<file path="src/rtl/imh_pkg.sv">
// Package for the indexed min-heap: sizes, state codes, status codes, opcodes and
// the command/status structs that pass between the controller and the datapath.
// No dependencies.
`timescale 1ns / 1ps
package imh_pkg;

  localparam int CAPACITY     = 256;
  localparam int HANDLE_COUNT = 256;

  localparam logic [1:0] ST_OK     = 2'd0;
  localparam logic [1:0] ST_FULL   = 2'd1;
  localparam logic [1:0] ST_ABSENT = 2'd2;

  localparam logic KIND_INSERT = 1'b0;
  localparam logic KIND_DELETE = 1'b1;

  typedef enum logic [3:0] {
    S_IDLE,
    S_LOOKUP,
    S_DECIDE,
    S_LAST_RD,
    S_LAST_WAIT,
    S_MOVE_LAST,
    S_START,
    S_RD,
    S_RD_R,
    S_CMP,
    S_PLACE,
    S_ROOT_RD,
    S_ROOT_WAIT,
    S_DONE
  } state_t;

  typedef enum logic [1:0] {
    DIR_UNKNOWN,
    DIR_UP,
    DIR_DOWN
  } dir_t;

  typedef struct packed {
    logic latch_in;
    logic rd_handle;
    logic rd_last;
    logic move_last;
    logic start_append;
    logic start_sift;
    logic rd_level;
    logic rd_right;
    logic step;
    logic place;
    logic rd_root;
    logic set_present;
    logic clr_present;
    logic set_full;
    logic set_absent;
  } dp_cmd_t;

  typedef struct packed {
    logic kind;
    logic present;
    logic full;
    logic has_last;
    logic sift_done;
  } dp_sts_t;

endpackage

</file>
<file path="src/rtl/imh_ctrl.sv">
// Controller state machine of the indexed min-heap.
// Depends on imh_pkg; drives the datapath through dp_cmd_t and reads dp_sts_t.
`timescale 1ns / 1ps
module imh_ctrl
  import imh_pkg::*;
(
  input  logic    clk,
  input  logic    rst_n,
  input  logic    in_valid,
  output logic    in_ready,
  output logic    out_valid,
  input  logic    out_ready,
  output dp_cmd_t cmd,
  input  dp_sts_t sts
);

  state_t state_r, state_nxt;

  always_ff @(posedge clk) begin
    if (!rst_n) begin
      state_r <= S_IDLE;
    end else begin
      state_r <= state_nxt;
    end
  end

  // The output register is owned by the datapath; the block is ready only
  // when idle, which is after the previous result has been taken.
  always_comb begin
    state_nxt = state_r;
    cmd = '0;
    in_ready = 1'b0;
    out_valid = 1'b0;
    case (state_r)
      S_IDLE: begin
        in_ready = 1'b1;
        if (in_valid) begin
          cmd.latch_in = 1'b1;
          state_nxt = S_LOOKUP;
        end
      end
      S_LOOKUP: begin
        cmd.rd_handle = 1'b1;
        state_nxt = S_DECIDE;
      end
      S_DECIDE: begin
        if (sts.kind == KIND_INSERT) begin
          if (sts.present) begin
            cmd.start_sift = 1'b1;
            state_nxt = S_RD;
          end else if (sts.full) begin
            cmd.set_full = 1'b1;
            state_nxt = S_ROOT_RD;
          end else begin
            cmd.start_append = 1'b1;
            cmd.set_present = 1'b1;
            state_nxt = S_RD;
          end
        end else begin
          if (!sts.present) begin
            cmd.set_absent = 1'b1;
            state_nxt = S_ROOT_RD;
          end else begin
            cmd.clr_present = 1'b1;
            state_nxt = S_LAST_RD;
          end
        end
      end
      S_LAST_RD: begin
        if (sts.has_last) begin
          cmd.rd_last = 1'b1;
          state_nxt = S_LAST_WAIT;
        end else begin
          state_nxt = S_ROOT_RD;
        end
      end
      S_LAST_WAIT: begin
        state_nxt = S_MOVE_LAST;
      end
      S_MOVE_LAST: begin
        cmd.move_last = 1'b1;
        state_nxt = S_RD;
      end
      S_RD: begin
        cmd.rd_level = 1'b1;
        state_nxt = S_RD_R;
      end
      S_RD_R: begin
        cmd.rd_right = 1'b1;
        state_nxt = S_CMP;
      end
      S_CMP: begin
        cmd.step = 1'b1;
        state_nxt = S_START;
      end
      S_START: begin
        if (sts.sift_done) begin
          state_nxt = S_PLACE;
        end else begin
          state_nxt = S_RD;
        end
      end
      S_PLACE: begin
        cmd.place = 1'b1;
        state_nxt = S_ROOT_RD;
      end
      S_ROOT_RD: begin
        cmd.rd_root = 1'b1;
        state_nxt = S_ROOT_WAIT;
      end
      S_ROOT_WAIT: begin
        state_nxt = S_DONE;
      end
      S_DONE: begin
        out_valid = 1'b1;
        if (out_ready) begin
          state_nxt = S_IDLE;
        end
      end
      default: begin
        state_nxt = S_IDLE;
      end
    endcase
  end

`ifndef SYNTH
  a_no_overlap: assert property (@(posedge clk) disable iff (!rst_n)
    !(in_ready && out_valid))
    else $error("input and output handshakes overlap");
  a_accept_go: assert property (@(posedge clk) disable iff (!rst_n)
    (in_valid && in_ready) |=> (state_r == S_LOOKUP))
    else $error("accepted transaction did not start lookup");
  a_place_then_root: assert property (@(posedge clk) disable iff (!rst_n)
    cmd.place |=> cmd.rd_root)
    else $error("placement not followed by root read");
`endif

endmodule

</file>
<file path="config.mk">
export PLATFORM = sky130hd
export DESIGN_NAME = imh_ctrl
export DESIGN_NICKNAME = d
export VERILOG_FILES = /design/src/rtl/imh_pkg.sv /design/src/rtl/imh_ctrl.sv
export SDC_FILE = /design/constraint.sdc
export NUM_CORES = 1
export LEC_CHECK = 0
export ABC_AREA = 0
export BUFFER_PORTS_ARGS = -buffer_cell sky130_fd_sc_hd__buf_2
export CAP_MARGIN = 10
export CORE_AREA = 2 2 39 41
export CTS_BUF_LIST = sky130_fd_sc_hd__clkbuf_4
export CTS_CLUSTER_DIAMETER = 120
export DETAILED_ROUTE_END_ITERATION = 10
export DIE_AREA = 0 0 41 43
export PLACE_DENSITY = 0.65
export SKIP_LAST_GASP = 1
export SYNTH_ARGS = -nofsm -noshare
export SYNTH_HDL_FRONTEND = slang
export SYNTH_SLANG_ARGS = --single-unit
</file>
<file path="constraint.sdc">
create_clock -name clk -period 2.3 [get_ports clk]
set_clock_uncertainty 0.2 [all_clocks]
set_input_delay 0.46 -clock clk [delete_from_list [all_inputs] [get_ports clk]]
set_output_delay 0.46 -clock clk [all_outputs]
set_load 0.02 [all_outputs]
</file>
Word-level counts from Yosys, hierarchy flattened:

Cells that the tools add are included.

* register bits after elaboration: 4
* output and inout port bits: 17
* word-level logic and storage cells: 53

* eq/ne operators: 15
* muxes and demuxes: 35
* reductions and logical operators: 2

Operators with widths (count)
* $pmux W4 S14: 1
* $mux W4: 9
* $eq A4 B4 Y1 const B: 6
* $mux W1: 23
* $eq A4 B3 Y1 const B: 4
* $eq A4 B2 Y1 const B: 2
* $eq A4 B1 Y1 const B: 1
* $logic_not A4 Y1: 1
* $mux W2: 2
* $ne A2 B2 Y1 const B: 2
* $reduce_and A2 Y1: 1

Longest topological paths before layout:

* depth in word-level cells: 4
* depth in mapped cells: 5
* gate-level depth less buffers: 4

Worst setup path after synthesis:

Ideal clock, no wire load.

* path kind: flip-flop to output port
* from: register state_r[2]
* to: output port cmd[10] (netlist bit)
* arrival time: 1.578 ns
* required time: 1.640 ns
* path slack: 0.062 ns
* cell stages (with the launch flop): 5
* path buffers: 1
* cell sequence: dfxtp_1 -> nor4b_2 -> nand2b_1 -> nor3_1 -> buf_4

RTL lines
* start, declared: RTL line imh_ctrl.sv:17 `state_t state_r, state_nxt;`
* start signal, assigned: RTL line imh_ctrl.sv:23 `state_r <= state_nxt;`
* end, declared: RTL line imh_ctrl.sv:13 `output dp_cmd_t cmd,`

==> key figures <==
Critical path
  • Required time of the worst setup path: 1.64 ns
  • Slowest stage delay, CP: 0.38 ns
  • CP cell instances: nor4b_4, nand2b_1, nor3_1, buf_2
  • Setup CP Type: flip-flop to output port
  • Slowest CP cell: dfxtp_2
  • Reg2reg start: state_r[2]
  • Critical path fanouts, max: 12
  • Worst setup SP type: flip-flop
  • Largest delay share family, worst path: simple AND/OR/NAND/NOR gates
  • CP endpoint kind: output port
  • Reg2Reg Setup Slack: 0.77 ns
  • Crit path buffers/inverters: 1
  • Setup crit start: state_r[0]
  • Crit path DAT: 1.46 ns

Yosys
  • Yosys warning count: 0
  • Post-Syn Area per Cell: 7.31 sq um
  • Syn Nets: 72
  • Mapped Area: 460 sq um
  • Async SR Flop Fraction: 0%
  • EDFF count, synth: 0
  • Yosys reg bits: 4
  • Register area share after synthesis: 17.4%
  • Dominant synthesized flop cell: dfxtp_1
  • Synth unique cells: 29
  • Synth Instances: 63

Routing
  • Vias/cell: 5.05
  • DRT iter0 DRCs: 10
  • ANT nets after route: 0
  • Routed vias: 530
  • Drt drc: 0
  • DR WL/cell: 11.0 um
  • Drt total wl: 1150 um
  • 1st-pass router iterations: 4

Floorplan
  • Row count: 14
  • Die extent in y: 43 um
  • Die Wd: 41 um
  • IO Pins: 26
  • Die area: 1760 sq um
  • Core footprint: 1380 sq um
  • Initial Util: 33.3%

Timing
  • Fmax: 0.472 GHz
  • Max Slew Vio Count: 0
  • Hold WS: 0.293 ns
  • Pin slew with the least headroom to its limit: 0.275 ns
  • Minimum clock period: 2.12 ns
  • Rel. slew slack: 81.6%
  • Setup TNS Final: 0 ns
  • # setup viols final: 0
  • Period utilization: 92.0%
  • RSZ-0062 raised after global routing: false
  • Fin. Hold Viols: 0

Power and ir drop
  • Peak supply drop: 0.000318 V
  • Static Leak: 0.000307 uW
  • Pwr/cell area: 776 nW/um^2
  • Total Power: 473 uW

Global route
  • Vias in the first global route: 491
  • Largest net degree at the start of global routing: 13
  • Initial antenna violation count: 0
  • GR Overflow Total: 0
  • Global-route wire length before repair: 1940 um
  • Global router's overall resource usage: 15.9%

Placement
  • GP Congestion: 0.723
  • I/O Buffers: 25
  • Hpwl dp: 900 um

Worst hold path
  • Hold path startpoint: out_ready
  • Worst Hold Class: primary input to flip-flop

Run status
  • Run status: completed

CTS
  • Longest Clk Path Bufs: 2
  • H-tree Lvls: 1
  • CTS tree: built
  • TritonCTS Buffers: 3
  • CTS clk-pin slew, worst paths: 0.04 ns
  • Clk sinks: 4
  • Clock insertion delay at the later pin of the skew report: 0.24 ns
  • CTS Root Cell: clkbuf_4

Cells and area
  • Fraction of layout cells with a size suffix above 1: 40.4%
  • ANT cells: 0
  • P&R area growth vs syn: 32.3%
  • Largest register FFs: 4
  • Layout Nets: 100
  • Biggest register: state_r
  • Most common cell after layout, fill and taps aside: buf_2
  • Most frequent cells in the layout: 25 x buf_2, 10 x nor2_1
  • Regs by FF count: state_r: 4 flops

Run
  • MaxCap Viol Count: 0
==> path summary, 6_finish.rpt <==
path                      to  cells after the start
hold reg to reg   state_r[0]                      3
setup / recovery      cmd[3]                      4
setup reg to reg  state_r[2]                      3
hold / removal    state_r[0]                      3
==> report_power, final <==
part           leakage [uW]  internal [uW]  switching (uW)
clock network     0.0000138           58.5            31.0
registers         0.0000335           88.8            38.2
logic              0.000259            112             144
==> cells by family (layout without fill, tap and decap cells) <==
group | after synthesis | after routing | share of synthesized area, %
and+or+nand+nor | 38 | 38 | 48.9
AOI/OAI and AO/OA | 14 | 14 | 20.7
buffers and inverters | 7 | 33 | 13.0
DFF | 4 | 4 | 17.4
==> cell type report <==
| cell class | count | area [sq um] |
|---|---|---|
| fillers | 153 | 774 |
| multi-input cells | 52 | 329 |
| clock buffers | 3 | 22.5 |
| well taps | 16 | 20.0 |
| flip-flops and latches | 4 | 82.6 |
| repair buffers | 28 | 148 |
| inverters | 2 | 7.51 |
==> worst min-delay path, cell delays in order <==
cell	delay [ns]
buf_2	0.08
nand3b_1	0.09
o21ai_1	0.06
==> layer usage <==
layer	track usage, %	wire (um)	part of all wire (%)
met4	8.00	11	0.96
met1	19.2	512	44
met2	24.4	541	47
met5	0	0	0
met3	4.71	85	7.4
==> per-stage QoR <==
stage	cell area, sq um	instances	setup WS, ns	util [%]
finish	609	105	0.183	44.0
global route	609	105	0.0307	44.0
CTS	591	104	0.0261	42.7
detailed placement	568	101	0.279	41.0
global placement	568	101	0.345	41.0
floorplan	460	63	0.0621	-
==> cell usage after synthesis, drive strengths merged (2+ instances only) <==
master / count / share of area [%]
nor2: 10 / 8.2
a21oi: 5 / 6.3
buf: 5 / 11
and3: 4 / 5.4
dfxtp: 4 / 17
nand2b: 4 / 5.4
nor3: 4 / 4.3
nand2: 3 / 2.4
nor3b: 3 / 4.9
o21ai: 3 / 3.3
and2: 2 / 3.3
inv: 2 / 1.6
or2b: 2 / 3.3
==> timing repair <==
action,CTS,global route
hold buffers,0,0
resized for setup,0,3
endpoints found under the setup margin,0,4
setup buffers,0,1
Power figures use the tool's default switching activity.
